--- config.mk ---
export PLATFORM = sky130hd
export DESIGN_NAME = websocket_frame_deframer
export DESIGN_NICKNAME = d
export VERILOG_FILES = /design/src/hw/rtl/wsdf_pkg.sv /design/src/hw/rtl/wsdf_parser.sv /design/src/hw/rtl/wsdf_out_buf.sv /design/src/hw/rtl/websocket_frame_deframer.sv
export SDC_FILE = /design/constraint.sdc
export NUM_CORES = 1
export LEC_CHECK = 0
export BUFFER_PORTS_ARGS = -buffer_cell sky130_fd_sc_hd__buf_2
export CORE_ASPECT_RATIO = 0.6
export CORE_MARGIN = 3
export CORE_UTILIZATION = 42
export CTS_CLUSTER_DIAMETER = 80
export DETAILED_ROUTE_END_ITERATION = 10
export PLACE_DENSITY = 0.55
export SYNTH_ARGS = -nofsm -noshare
export SYNTH_HDL_FRONTEND = slang
export SYNTH_HIERARCHICAL = 1
export SYNTH_SLANG_ARGS = --single-unit
--- constraint.sdc ---
create_clock -name clk -period 8.9 [get_ports clk]
set_clock_uncertainty 0.15 [all_clocks]
set_input_delay 0.445 -clock clk [delete_from_list [all_inputs] [get_ports clk]]
set_output_delay 0.445 -clock clk [all_outputs]
set_load 0.1 [all_outputs]
--- src/hw/rtl/wsdf_pkg.sv ---
// Package with shared types and codes of the WebSocket frame deframer.
`default_nettype none
package wsdf_pkg;

    localparam int LEN_W    = 17;
    localparam int BYTE_W   = 8;
    localparam int KIND_W   = 2;
    localparam int PHASE_W  = 3;
    localparam int EXTCNT_W = 4;
    localparam int CFG_IDX_W = 2;

    localparam logic [KIND_W-1:0] KIND_HEADER = 2'd0;
    localparam logic [KIND_W-1:0] KIND_DATA   = 2'd1;
    localparam logic [KIND_W-1:0] KIND_ERROR  = 2'd2;

    localparam logic ERR_LENGTH  = 1'b0;
    localparam logic ERR_FF_BYTE = 1'b1;

    localparam logic [CFG_IDX_W-1:0] CFG_MAX_LEN   = 2'd0;
    localparam logic [CFG_IDX_W-1:0] CFG_REJECT_FF = 2'd1;

    localparam logic [LEN_W-1:0] MAX_LEN_RESET = 17'd65536;

    localparam logic [6:0] LEN_CODE_16 = 7'd126;
    localparam logic [BYTE_W-1:0] FORBIDDEN_BYTE = 8'hFF;

    typedef struct packed {
        logic [KIND_W-1:0] kind;
        logic [BYTE_W-1:0] plain_byte;
        logic [LEN_W-1:0]  frame_length;
        logic              last_of_frame;
        logic              error_code;
    } res_t;

    typedef struct packed {
        logic res_valid;
        logic halted;
    } parse_stat_t;

endpackage
`default_nettype wire

--- src/hw/rtl/wsdf_parser.sv ---
// Frame header parser and payload unmasker, one stream word per accepted cycle.
`default_nettype none
module wsdf_parser (
    input  wire logic                        clk,
    input  wire logic                        rst_n,
    input  wire logic                        take,
    input  wire logic [7:0]                  stream_byte,
    input  wire logic [wsdf_pkg::LEN_W-1:0]  max_len,
    input  wire logic                        reject_ff,
    output wsdf_pkg::res_t                   res,
    output wsdf_pkg::parse_stat_t            stat
);
    import wsdf_pkg::*;

    localparam logic [PHASE_W-1:0] PH_HDR0 = 3'd0;
    localparam logic [PHASE_W-1:0] PH_HDR1 = 3'd1;
    localparam logic [PHASE_W-1:0] PH_EXT  = 3'd2;
    localparam logic [PHASE_W-1:0] PH_MASK = 3'd3;
    localparam logic [PHASE_W-1:0] PH_DATA = 3'd4;

    logic [PHASE_W-1:0]  phase_reg, phase_next;
    logic [EXTCNT_W-1:0] ext_left_reg, ext_left_next;
    logic [LEN_W-1:0]    acc_reg, acc_next;
    logic                big_reg, big_next;
    logic [31:0]         key_reg, key_next;
    logic [1:0]          mcnt_reg, mcnt_next;
    logic [LEN_W-1:0]    idx_reg, idx_next;
    logic                halted_reg, halted_next;

    logic                res_valid;
    logic [LEN_W-1:0]    cand_acc;
    logic                cand_big;
    logic                len_done;
    logic                over;
    logic [7:0]          key_byte;
    logic                last;

    // Candidate length for the current word, used whenever a length completes.
    always_comb
    begin
        if (phase_reg == PH_HDR1)
        begin
            cand_acc = {{(LEN_W-7){1'b0}}, stream_byte[6:0]};
            cand_big = 1'b0;
        end
        else
        begin
            cand_acc = {acc_reg[LEN_W-9:0], stream_byte};
            cand_big = big_reg | (acc_reg[LEN_W-1:LEN_W-8] != 8'd0);
        end
        over = cand_big || (cand_acc > max_len);
    end

    always_comb
    begin
        case (idx_reg[1:0])
            2'd0:    key_byte = key_reg[31:24];
            2'd1:    key_byte = key_reg[23:16];
            2'd2:    key_byte = key_reg[15:8];
            default: key_byte = key_reg[7:0];
        endcase
        last = ({1'b0, idx_reg} + {{LEN_W{1'b0}}, 1'b1}) >= {1'b0, acc_reg};
    end

    always_comb
    begin
        phase_next    = phase_reg;
        ext_left_next = ext_left_reg;
        acc_next      = acc_reg;
        big_next      = big_reg;
        key_next      = key_reg;
        mcnt_next     = mcnt_reg;
        idx_next      = idx_reg;
        halted_next   = halted_reg;
        res_valid     = 1'b0;
        res           = '0;
        len_done      = 1'b0;

        if (!halted_reg)
        begin
            unique case (phase_reg)
                PH_HDR0:
                begin
                    phase_next = PH_HDR1;
                end
                PH_HDR1:
                begin
                    if (stream_byte[6:0] < LEN_CODE_16)
                    begin
                        len_done = 1'b1;
                    end
                    else
                    begin
                        acc_next      = '0;
                        big_next      = 1'b0;
                        ext_left_next = (stream_byte[6:0] == LEN_CODE_16) ? 4'd2 : 4'd8;
                        phase_next    = PH_EXT;
                    end
                end
                PH_EXT:
                begin
                    ext_left_next = ext_left_reg - 4'd1;
                    acc_next      = cand_acc;
                    big_next      = cand_big;
                    if (ext_left_reg == 4'd1)
                    begin
                        len_done = 1'b1;
                    end
                end
                PH_MASK:
                begin
                    key_next  = {key_reg[23:0], stream_byte};
                    mcnt_next = mcnt_reg + 2'd1;
                    if (mcnt_reg == 2'd3)
                    begin
                        idx_next  = '0;
                        res_valid = 1'b1;
                        res.kind  = KIND_HEADER;
                        if (acc_reg == '0)
                        begin
                            phase_next        = PH_HDR0;
                            res.last_of_frame = 1'b1;
                        end
                        else
                        begin
                            phase_next       = PH_DATA;
                            res.frame_length = acc_reg;
                        end
                    end
                end
                PH_DATA:
                begin
                    res_valid = 1'b1;
                    if (reject_ff && (stream_byte == FORBIDDEN_BYTE))
                    begin
                        halted_next    = 1'b1;
                        res.kind       = KIND_ERROR;
                        res.error_code = ERR_FF_BYTE;
                    end
                    else
                    begin
                        res.kind          = KIND_DATA;
                        res.plain_byte    = stream_byte ^ key_byte;
                        res.last_of_frame = last;
                        if (last)
                        begin
                            phase_next = PH_HDR0;
                            idx_next   = '0;
                        end
                        else
                        begin
                            idx_next = idx_reg + {{(LEN_W-1){1'b0}}, 1'b1};
                        end
                    end
                end
                default:
                begin
                    phase_next = PH_HDR0;
                end
            endcase

            // A completed length is checked against the limit in effect now.
            if (len_done)
            begin
                acc_next = cand_acc;
                big_next = cand_big;
                if (over)
                begin
                    halted_next    = 1'b1;
                    res_valid      = 1'b1;
                    res.kind       = KIND_ERROR;
                    res.error_code = ERR_LENGTH;
                end
                else
                begin
                    phase_next = PH_MASK;
                    mcnt_next  = 2'd0;
                end
            end
        end
    end

    assign stat = {res_valid, halted_reg};

    always_ff @(posedge clk or negedge rst_n)
    begin
        if (!rst_n)
        begin
            phase_reg    <= PH_HDR0;
            ext_left_reg <= '0;
            acc_reg      <= '0;
            big_reg      <= 1'b0;
            key_reg      <= '0;
            mcnt_reg     <= '0;
            idx_reg      <= '0;
            halted_reg   <= 1'b0;
        end
        else if (take)
        begin
            phase_reg    <= phase_next;
            ext_left_reg <= ext_left_next;
            acc_reg      <= acc_next;
            big_reg      <= big_next;
            key_reg      <= key_next;
            mcnt_reg     <= mcnt_next;
            idx_reg      <= idx_next;
            halted_reg   <= halted_next;
        end
    end

endmodule
`default_nettype wire

--- src/hw/rtl/wsdf_out_buf.sv ---
// Two-entry result register with skid stage for the deframer output.
`default_nettype none
module wsdf_out_buf (
    input  wire logic       clk,
    input  wire logic       rst_n,
    input  wire logic       push,
    input  wsdf_pkg::res_t  push_res,
    output logic            can_push,
    output logic            out_valid,
    input  wire logic       out_ready,
    output wsdf_pkg::res_t  out_res,
    output logic            skid_valid
);
    import wsdf_pkg::*;

    logic out_valid_reg;
    logic skid_valid_reg;
    res_t out_res_reg;
    res_t skid_res_reg;

    assign can_push   = !skid_valid_reg;
    assign out_valid  = out_valid_reg;
    assign out_res    = out_res_reg;
    assign skid_valid = skid_valid_reg;

    always_ff @(posedge clk or negedge rst_n)
    begin
        if (!rst_n)
        begin
            out_valid_reg  <= 1'b0;
            skid_valid_reg <= 1'b0;
        end
        else if (!out_valid_reg || out_ready)
        begin
            if (skid_valid_reg)
            begin
                out_valid_reg  <= 1'b1;
                skid_valid_reg <= 1'b0;
            end
            else
            begin
                out_valid_reg <= push;
            end
        end
        else if (push)
        begin
            skid_valid_reg <= 1'b1;
        end
    end

    always_ff @(posedge clk)
    begin
        if (!out_valid_reg || out_ready)
        begin
            out_res_reg <= skid_valid_reg ? skid_res_reg : push_res;
        end
        else if (push)
        begin
            skid_res_reg <= push_res;
        end
    end

endmodule
`default_nettype wire

--- src/hw/rtl/websocket_frame_deframer.sv ---
// Top level of the WebSocket frame deframer: config registers, parser and output buffer.
`default_nettype none
// The deframer takes one stream word per clock cycle while in_ready is high
// and registers each result in the output buffer, which presents it. Each
// frame begins with two header words, an optional 2- or 8-word big-endian
// extended length and four mask key words; the last mask word yields a header
// result carrying the payload length. Each payload word is then unmasked with
// the key word selected by its index modulo four, and the final one is marked
// last_of_frame. A zero-length frame is complete with its header result. A
// length above max_len_reg, or a raw 0xFF payload word while reject_ff_reg is
// set, produces one error result, after which every input word is accepted
// and dropped until reset. The sustained rate is one word per cycle while the
// output buffer has room, set by the parser's state update on each accepted
// word. A two-entry output buffer lets the input keep flowing while a result
// waits; input stalls only when both entries are full. Configuration is always
// ready and should be written only while the block is idle; writes to an
// unknown index are ignored. No memory clearing is needed after reset.
module websocket_frame_deframer (
    input  wire logic                            clk,
    input  wire logic                            rst_n,
    input  wire logic                            in_valid,
    output logic                                 in_ready,
    input  wire logic [7:0]                      stream_byte,
    output logic                                 out_valid,
    input  wire logic                            out_ready,
    output logic [wsdf_pkg::KIND_W-1:0]          kind,
    output logic [7:0]                           plain_byte,
    output logic [wsdf_pkg::LEN_W-1:0]           frame_length,
    output logic                                 last_of_frame,
    output logic                                 error_code,
    input  wire logic                            cfg_valid,
    output logic                                 cfg_ready,
    input  wire logic [wsdf_pkg::CFG_IDX_W-1:0]  cfg_index,
    input  wire logic [wsdf_pkg::LEN_W-1:0]      cfg_data
);
    import wsdf_pkg::*;

    logic [LEN_W-1:0] max_len_reg;
    logic             reject_ff_reg;

    logic        take;
    logic        push;
    logic        can_push;
    logic        skid_valid;
    res_t        parse_res;
    res_t        out_res;
    parse_stat_t stat;

    // Configuration registers; the port never stalls.
    assign cfg_ready = 1'b1;

    always_ff @(posedge clk or negedge rst_n)
    begin
        if (!rst_n)
        begin
            max_len_reg   <= MAX_LEN_RESET;
            reject_ff_reg <= 1'b1;
        end
        else if (cfg_valid)
        begin
            unique case (cfg_index)
                CFG_MAX_LEN:   max_len_reg   <= cfg_data;
                CFG_REJECT_FF: reject_ff_reg <= cfg_data[0];
                default:       ;
            endcase
        end
    end

    // A word is accepted whenever the skid entry is free.
    assign in_ready = can_push;
    assign take     = in_valid && in_ready;
    assign push     = take && stat.res_valid;

    wsdf_parser u_parser (
        .clk         (clk),
        .rst_n       (rst_n),
        .take        (take),
        .stream_byte (stream_byte),
        .max_len     (max_len_reg),
        .reject_ff   (reject_ff_reg),
        .res         (parse_res),
        .stat        (stat)
    );

    wsdf_out_buf u_out_buf (
        .clk        (clk),
        .rst_n      (rst_n),
        .push       (push),
        .push_res   (parse_res),
        .can_push   (can_push),
        .out_valid  (out_valid),
        .out_ready  (out_ready),
        .out_res    (out_res),
        .skid_valid (skid_valid)
    );

    assign kind          = out_res.kind;
    assign plain_byte    = out_res.plain_byte;
    assign frame_length  = out_res.frame_length;
    assign last_of_frame = out_res.last_of_frame;
    assign error_code    = out_res.error_code;

`ifndef SYNTHESIS
    // The skid entry is only ever filled behind a waiting result.
    a_skid_behind_out: assert property (@(posedge clk) disable iff (!rst_n)
        skid_valid |-> out_valid)
        else $error("skid entry holds a word while the output register is empty");

    // An error result halts the parser at once.
    a_error_halts: assert property (@(posedge clk) disable iff (!rst_n)
        (push && (parse_res.kind == KIND_ERROR)) |=> stat.halted)
        else $error("parser not halted after an error result");

    // A halted parser produces nothing more.
    a_halted_silent: assert property (@(posedge clk) disable iff (!rst_n)
        stat.halted |-> !stat.res_valid)
        else $error("halted parser produced a result");

    // A header result that ends its frame carries a zero length.
    a_empty_header: assert property (@(posedge clk) disable iff (!rst_n)
        (stat.res_valid && (parse_res.kind == KIND_HEADER) && parse_res.last_of_frame)
        |-> (parse_res.frame_length == '0))
        else $error("last header result with nonzero length");
`endif

endmodule
`default_nettype wire
==> flow_summary.json, run 1 <==
{
  "crit_cells": 12,
  "cts_resized": 0,
  "vias": 5304,
  "cp_common_cell": "ha_1",
  "firstDrtPassIters": 5,
  "finalHoldViolCount": 0,
  "drt-total-wl_um": 17900,
  "num_antenna_cells": 0,
  "cp_data_required_time_ns": 9.12,
  "cts_hold_repair.buffers": 1,
  "met1_usage": 0.289,
  "wl_per_cell_um": 18.5,
  "drt_iter0_drc": 420,
  "end_kind": "flip-flop",
  "synth_fp_nets": 730,
  "clk-insertion-delay-late_ns": 0.43,
  "die_x_um": 182,
  "place_area_mm2": 0.00831,
  "vdd_ir_drop_max_mv": 0.137,
  "maxSlewHeadroom": 0.342,
  "worstHoldPathType": "primary input to flip-flop",
  "setup_tns_ns": 0,
  "clockRootBuffer": "clkbuf_16",
  "max_freq_mhz": 242,
  "netlist_instances": 657,
  "arrival_ns": 4.36,
  "crit_chain": "ha_1 -> inv_1 -> nor2_1 -> nand3_1 -> xnor2_1 -> ha_1 -> nand4_1 -> a211oi_1 -> a2111oi_2 -> o2111a_1 -> a21boi_0 -> a21o_1",
  "regArea_mm2": 0.00417,
  "grt_max_degree": 60,
  "whs_path_depth": 2,
  "cts_setup_buffers": 0,
  "port_buffers": 62,
  "grt_pass1_wl_um": 29100,
  "gr-total-overflow": 0,
  "rsz0062_at_grt": "false",
  "area_delta_synth_final_pct": 13.9,
  "synth_area_mm2": 0.00783,
  "fin_util": 0.505,
  "die_y_um": 112,
  "place_congestion": 0.834,
  "drt-vias-per-instance": 5.50,
  "io_pins": 64,
  "drc": 0,
  "p_total_w": 0.00291,
  "critical_path.max_stage_delay_ns": 0.69,
  "slew_viol_final": 0,
  "postSynthAreaPerCell_um2": 11.9,
  "core_area_mm2": 0.0177,
  "layout_min_cycle_time_ns": 4.14,
  "p_per_area_mw_per_mm2": 326,
  "final_cell_area_mm2": 0.00893,
  "dieArea_mm2": 0.0204,
  "final_layout_size_suffix_gt1_frac": 0.264,
  "path_max_fanout": 19,
  "yosys_warnings": 6,
  "start_util": 0.443,
  "globalRouteTotalUtil": 0.182,
  "ctsLongestPathBuffers": 2,
  "clock-sinks": 155,
  "use_met3": 0.0470,
  "tightest_slew_ns": 0.983,
  "crit_type": "flip-flop to flip-flop",
  "cts_tree": "yes",
  "crit_path_start_kind": "flip-flop",
  "rows": 37,
  "multi_input_area_mm2": 0.00330,
  "ant_nets": 0,
  "maxCapViolations": 0,
  "period_share": 0.465,
  "leakagePower_nw": 3.95,
  "largest_reg_flops": 32,
  "crit_family": "compound AO/OA/AOI/OAI gates",
  "grt_pass1_vias": 5168,
  "fill_cells": 1594,
  "status": "finished, final reports clean",
  "antenna_found_initial": 1,
  "met2_usage": 0.239,
  "grt.busiest_layer": "met1",
  "slowest_stage": "o2111a_1",
  "reg2reg_depth": 12,
  "cts_made_buffers": 17,
  "clock_tree.htree_level_count": 4,
  "nNetsFinal": 790,
  "clkTransAtPathRegs_ns": 0.07,
  "critPathBufInv": 1,
  "setup_viol": 0,
  "dp_hpwl_um": 13000
}
## path summary, 6_finish.rpt
check | from | endpoint | slack, ns
max | u_parser/idx_reg[0]$_DFFE_PN0P_ | u_parser/idx_reg[13]$_DFFE_PN0P_ | 4.76
min | cfg_data[12] | max_len_reg[12]$_DFFE_PN0P_ | 0.1
max reg2reg | u_parser/idx_reg[0]$_DFFE_PN0P_ | u_parser/idx_reg[13]$_DFFE_PN0P_ | 4.76
min reg2reg | u_parser/big_reg$_DFFE_PN0P_ | u_parser/big_reg$_DFFE_PN0P_ | 0.36
max in group asynchronous | rst_n | u_parser/acc_reg[15]$_DFFE_PN0P_ | 7.06
min in group asynchronous | rst_n | max_len_reg[15]$_DFFE_PN0P_ | 0.38
## metal layers
metal  part of all wire  wire length, um  vias up
met3              0.066             1180       14
li1                   -                -     2547
met4             0.0085              152        0
met1               0.54             9600     2588
met5                  0                0        -
met2               0.39             6940      155
## area by class of cell
class / count / share of cell area
Timing Repair Buffer: 70 / 0.0421
Multi-Input combinational cell: 425 / 0.370
Clock buffer: 17 / 0.0477
Tap cell: 234 / 0.0328
Inverter: 48 / 0.0202
Sequential cell: 155 / 0.467
Clock inverter: 15 / 0.0198
## cells in the final DEF, fill, tap and decap left out, drive strengths merged, types with 2 or more instances in the layout
master and n:
xnor2 18, xor2 2, a22o 30, nor2 42, nand3 17, buf 69, nand2b 3, and4 2
bufinv 2, nand3b 3, nor3 5, and3 4, o21ai 22, dfstp 2, and2 7, a21oi 19
clkbuf 17, a211oi 3, nor2b 5, a21o 5, mux2 81, o22ai 2, dfrtp 95, o21bai 2
nor3b 4, or3 3, nor4 19, a22oi 2, a222oi 8, ha 41, edfxtp 58, or2 2
nand4 11, inv 56, a31oi 5, a21boi 4, a2111oi 2, clkinv 4, a221o 2, nand2 39
## power by group
part	internal, W	switching [W]
sequential	0.000924	0.000145
clock	0.000424	0.000319
combinational	0.000370	0.000729
total	0.00172	0.00119
## stage by stage
stage / hold WS (ns) / std cells / worst slack (ns)
after floorplan: -0.000591 / 657 / 4.66
after global placement: 0.286 / 931 / 4.96
after detailed placement: 0.295 / 931 / 4.77
after CTS: 0.0790 / 964 / 4.75
after global routing: 0.0889 / 964 / 4.34
final: 0.0983 / 964 / 4.76
Power figures use the tool's default switching activity.
==> run 2, diff against run 1 <==
clock period = 4.2 ns   (was 8.9 ns; I/O delays follow)
==> flow_summary.json, run 2 (synthesis results as in run 1) <==
{
  "maxSlewHeadroom": 0.352,
  "crit_path_start_kind": "flip-flop",
  "clock_tree.htree_level_count": 4,
  "nNetsFinal": 815,
  "grt_max_degree": 63,
  "port_buffers": 62,
  "reg2reg_slack_ns": 0.47,
  "dp_hpwl_um": 13000,
  "final_cells": 989,
  "globalRouteTotalUtil": 0.182,
  "drt-vias-per-instance": 5.44,
  "r2r-start": "u_parser/phase_reg[0]$_DFFE_PN0P_",
  "worstHoldPathType": "primary input to flip-flop",
  "hp-start": "stream_byte[3]",
  "leakagePower_nw": 4.09,
  "use_met3": 0.0437,
  "arrival_ns": 3.67,
  "final_layout_size_suffix_gt1_frac": 0.258,
  "max_freq_mhz": 268,
  "cts_setup_buffers": 0,
  "cts_tree": "yes",
  "firstDrtPassIters": 6,
  "core_area_mm2": 0.0177,
  "final_cell_mix": "95 x dfrtp_1, 81 x mux2_2, 61 x buf_2",
  "period_share": 0.889,
  "crit_type": "flip-flop to flip-flop",
  "area_delta_synth_final_pct": 17.8,
  "cts_hold_repair.buffers": 24,
  "setup_viol": 0,
  "clock-sinks": 155,
  "path_max_fanout": 28,
  "fin_util": 0.522,
  "io_pins": 64,
  "clk-insertion-delay-late_ns": 0.42,
  "rows": 37,
  "wl_per_cell_um": 18.2,
  "num_antenna_cells": 0,
  "largest_reg_flops": 32,
  "reg2reg_depth": 14,
  "slowest_stage": "dfrtp_1",
  "maxCapViolations": 0,
  "place_inst": 933,
  "ctsLongestPathBuffers": 2,
  "drc": 0,
  "cp_data_required_time_ns": 4.14,
  "clockRootBuffer": "clkbuf_16",
  "place_area_mm2": 0.00833,
  "cts_resized": 0,
  "whs_path_depth": 2,
  "layout_min_cycle_time_ns": 3.73,
  "final_cell_area_mm2": 0.00923,
  "p_total_w": 0.00628,
  "setup_tns_ns": 0,
  "rr_endpoint": "u_out_buf/skid_res_reg[5]$_DFFE_PP_",
  "crit_chain": "nor3b_1 -> buf_4 -> nor2_1 -> ha_1 -> and4_1 -> nand4_1 -> a31o_2 -> nand3_1 -> nand3_1 -> a31oi_1 -> and3_1 -> inv_1 -> nor2_2 -> buf_4",
  "antenna_found_initial": 0,
  "hold_end": "u_parser/key_reg[3]$_DFFE_PN0P_",
  "start_util": 0.443,
  "ant_nets": 0,
  "rsz0062_at_grt": "false",
  "met2_usage": 0.237,
  "final_common_cell": "dfrtp_1",
  "grt_pass1_vias": 5229,
  "slew_viol_final": 0,
  "clkTransAtPathRegs_ns": 0.07,
  "status": "finished, final reports clean",
  "drt_iter0_drc": 558,
  "vdd_ir_drop_max_mv": 0.269,
  "grt.busiest_layer": "met1",
  "dieArea_mm2": 0.0204,
  "grt_pass1_wl_um": 29300,
  "die_x_um": 182,
  "place_congestion": 0.848,
  "drt-total-wl_um": 18000,
  "critical_path.max_stage_delay_ns": 0.53,
  "die_y_um": 112,
  "tightest_slew_ns": 0.968,
  "vias": 5382,
  "met1_usage": 0.296,
  "gr-total-overflow": 0,
  "finalHoldViolCount": 0,
  "p_per_area_mw_per_mm2": 681,
  "end_kind": "flip-flop",
  "cts_made_buffers": 17,
  "fill_cells": 1525
}
-- run 2: cell count changes in the layout (fill, tap and decap cells not counted), sizes merged --
cell / delta
bufinv: +2
clkinvlp: -1
inv: +1
dlygate4sd3: +23
clkinv: -3
clkbuf: +1
buf: +2
-- run 2: cell type report --
type,count,area (um2),area share
well taps,234,293,0.0317
clock inverters,14,218,0.0236
flip-flops and latches,155,4170,0.452
clock buffers,18,439,0.0476
multi-input cells,425,3300,0.358
inverters,48,180,0.0195
repair buffers,95,621,0.0673
-- run 2: layer usage --
metal	vias up	wire length, um
met5	-	0
met4	0	194
met3	16	1030
met2	151	7120
met1	2626	9680
li1	2589	-
-- run 2: worst max path at each step --
| stage | slack (ns) | endpoint | depth (start not counted) | startpoint |
|---|---|---|---|---|
| after detailed placement | 0.57 | u_out_buf/skid_res_reg[17]$_DFFE_PP_ | 14 | u_parser/phase_reg[0]$_DFFE_PN0P_ |
| after global routing | 0.25 | u_out_buf/skid_res_reg[5]$_DFFE_PP_ | 14 | u_parser/phase_reg[0]$_DFFE_PN0P_ |
| final | 0.47 | u_out_buf/skid_res_reg[5]$_DFFE_PP_ | 14 | u_parser/phase_reg[0]$_DFFE_PN0P_ |
| after CTS | 0.53 | u_out_buf/skid_res_reg[11]$_DFFE_PP_ | 14 | u_parser/phase_reg[0]$_DFFE_PN0P_ |
| after floorplan | 0.42 | u_out_buf/skid_res_reg[0]$_DFFE_PP_ | 15 | u_parser/phase_reg[2]$_DFFE_PN0P_ |
| after global placement | 0.66 | u_out_buf/skid_res_reg[17]$_DFFE_PP_ | 14 | u_parser/phase_reg[0]$_DFFE_PN0P_ |
-- run 2: power breakdown --
group          internal [W]  leakage, nW  switching (W)
logic              0.000798         1.90        0.00151
registers           0.00196         1.87       0.000308
clock network       0.00104        0.324       0.000669
total               0.00379         4.09        0.00248
-- run 2: metrics by stage --
stage | hold WS (ns) | setup slack [ns]
after floorplan | -0.236 | 0.425
after global placement | 0.191 | 0.660
after detailed placement | 0.207 | 0.573
after CTS | 0.00979 | 0.534
after global routing | 0.0137 | 0.253
final | 0.0181 | 0.467
-- run 2: worst max-delay path: cells and delay by family, from the launching register on --
kind / cells / cell delay (ns)
adder cells (fa/ha/maj): 1 / 0.31
buffers and inverters: 3 / 0.62
flip-flops: 1 / 0.53
AND/OR/NAND/NOR: 8 / 1.31
AO/OA/AOI/OAI: 2 / 0.46
==> run 3, diff against run 2 <==
BUFFER_PORTS_ARGS = -buffer_cell sky130_fd_sc_hd__buf_4   (was -buffer_cell sky130_fd_sc_hd__buf_2)
==> flow_summary.json, run 3 (synthesis results as in run 1) <==
{
  "status": "finished, final reports clean",
  "clkTransAtPathRegs_ns": 0.07,
  "fill_cells": 1546,
  "end_kind": "flip-flop",
  "largest_reg_flops": 32,
  "p_int_w": 0.00362,
  "setup_viol": 0,
  "cts_tree": "yes",
  "gr-total-overflow": 0,
  "wl_per_cell_um": 17.9,
  "grt_max_degree": 60,
  "max_freq_mhz": 261,
  "p_per_area_mw_per_mm2": 661,
  "slew_viol_final": 0,
  "num_antenna_cells": 0,
  "start_util": 0.443,
  "grt_pass1_wl_um": 28800,
  "vdd_ir_drop_max_mv": 0.331,
  "crit_type": "flip-flop to flip-flop",
  "nNetsFinal": 817,
  "p_clk_frac": 0.247,
  "clock-sinks": 155,
  "drt-total-wl_um": 17800,
  "layout_min_cycle_time_ns": 3.84,
  "core_area_mm2": 0.0177,
  "clock_tree.htree_level_count": 4,
  "crit_chain": "nor3b_1 -> buf_4 -> nor2_1 -> ha_1 -> a21oi_1 -> nor2_1 -> a2111oi_0 -> nand3_1 -> nand3_1 -> a31oi_1 -> and3_1 -> inv_1 -> nor2_2 -> buf_4",
  "antenna_found_initial": 0,
  "place_congestion": 0.840,
  "swShare": 0.413,
  "drt-vias-per-instance": 5.47,
  "cts_made_buffers": 17,
  "cp_data_required_time_ns": 4.19,
  "switching_power_w": 0.00254,
  "worstHoldPathType": "primary input to flip-flop",
  "hold_ws_ns": 0.0264,
  "period_share": 0.914,
  "regArea_mm2": 0.00417,
  "final_cells": 991,
  "drt_iter0_drc": 509,
  "die_y_um": 112,
  "ant_nets": 0,
  "port_buffers": 62,
  "area_delta_synth_final_pct": 19.1,
  "leakagePower_nw": 4.09,
  "clockRootBuffer": "clkbuf_16",
  "clk-insertion-delay-late_ns": 0.42,
  "seq_power_share": 0.367,
  "final_cell_mix": "95 x dfrtp_1, 81 x mux2_2, 71 x buf_4",
  "critical_path.max_stage_delay_ns": 0.59,
  "die_x_um": 182,
  "pwr-share-comb": 0.386,
  "grt_pass1_vias": 5178,
  "path_max_fanout": 29,
  "arrival_ns": 3.82,
  "maxCapViolations": 0,
  "io_pins": 64,
  "firstDrtPassIters": 5,
  "final_common_cell": "dfrtp_1",
  "cts_setup_buffers": 0,
  "multi_input_area_mm2": 0.00330,
  "dieArea_mm2": 0.0204,
  "vias": 5417,
  "dp_hpwl_um": 12700,
  "maxSlewHeadroom": 0.313,
  "setup_tns_ns": 0,
  "rows": 37,
  "crit_path_start_kind": "flip-flop",
  "p_total_w": 0.00617,
  "tightest_slew_ns": 1.03,
  "finalHoldViolCount": 0,
  "place_inst": 933,
  "ctsLongestPathBuffers": 2,
  "slowest_stage": "a2111oi_0",
  "drc": 0,
  "final_layout_size_suffix_gt1_frac": 0.258,
  "globalRouteTotalUtil": 0.178,
  "rsz0062_at_grt": "false"
}
[run 3: layer usage]
| layer | vias up | global-route usage | share of wire |
|---|---|---|---|
| met5 | - | 0 | 0 |
| met4 | 0 | 0.0512 | 0.013 |
| met3 | 17 | 0.0395 | 0.062 |
| met2 | 173 | 0.229 | 0.39 |
| met1 | 2633 | 0.292 | 0.54 |
| li1 | 2594 | - | - |
[run 3: final cells by class]
cell class / count / area share
well taps: 234 / 0.0314
clock inverters: 14 / 0.0162
multi-input cells: 425 / 0.354
repair buffers: 97 / 0.0850
flip-flops and latches: 155 / 0.447
clock buffers: 18 / 0.0471
inverters: 48 / 0.0193
[run 3: worst paths after layout]
check	start	end	slack (ns)	depth (start not counted)
min in group asynchronous	rst_n	max_len_reg[15]$_DFFE_PN0P_	0.25	2
min	cfg_valid	reject_ff_reg$_DFFE_PN1P_	0.03	3
max in group asynchronous	rst_n	reject_ff_reg$_DFFE_PN1P_	2.64	3
max	u_parser/phase_reg[0]$_DFFE_PN0P_	u_out_buf/skid_res_reg[16]$_DFFE_PP_	0.36	14
min reg2reg	u_parser/big_reg$_DFFE_PN0P_	u_parser/big_reg$_DFFE_PN0P_	0.35	1
max reg2reg	u_parser/phase_reg[0]$_DFFE_PN0P_	u_out_buf/skid_res_reg[16]$_DFFE_PP_	0.36	14
[run 3: power groups by stage]
stage                     clock network, W  registers (W)  logic, W
after global placement                   0        0.00227   0.00229
after floorplan                          0        0.00273   0.00130
final                              0.00152        0.00227   0.00238
after global routing               0.00163        0.00232   0.00256
after detailed placement                 0        0.00229   0.00233
after CTS                          0.00156        0.00226   0.00236
[run 3: critical path: cells and delay by family (launching register included)]
| kind | cells | cell delay [ns] |
|---|---|---|
| buffers and inverters | 3 | 0.54 |
| DFF | 1 | 0.53 |
| AOI/OAI and AO/OA | 3 | 0.85 |
| adders and majority gates | 1 | 0.30 |
| and+or+nand+nor | 7 | 1.17 |
[run 3: through the flow]
stage / utilization / setup slack (ns) / cell area [um2]
floorplan: - / 0.425 / 7840
global placement: 0.480 / 0.644 / 8480
detailed placement: 0.480 / 0.522 / 8480
CTS: 0.528 / 0.475 / 9330
global route: 0.528 / 0.131 / 9330
finish: 0.528 / 0.363 / 9330
[run 3: what timing repair did]
item | CTS | global route
hold endpoints to repair | 91 | 0
hold buffers | 26 | 0
endpoints found under the setup margin | 0 | 0
resized for setup | 0 | 0
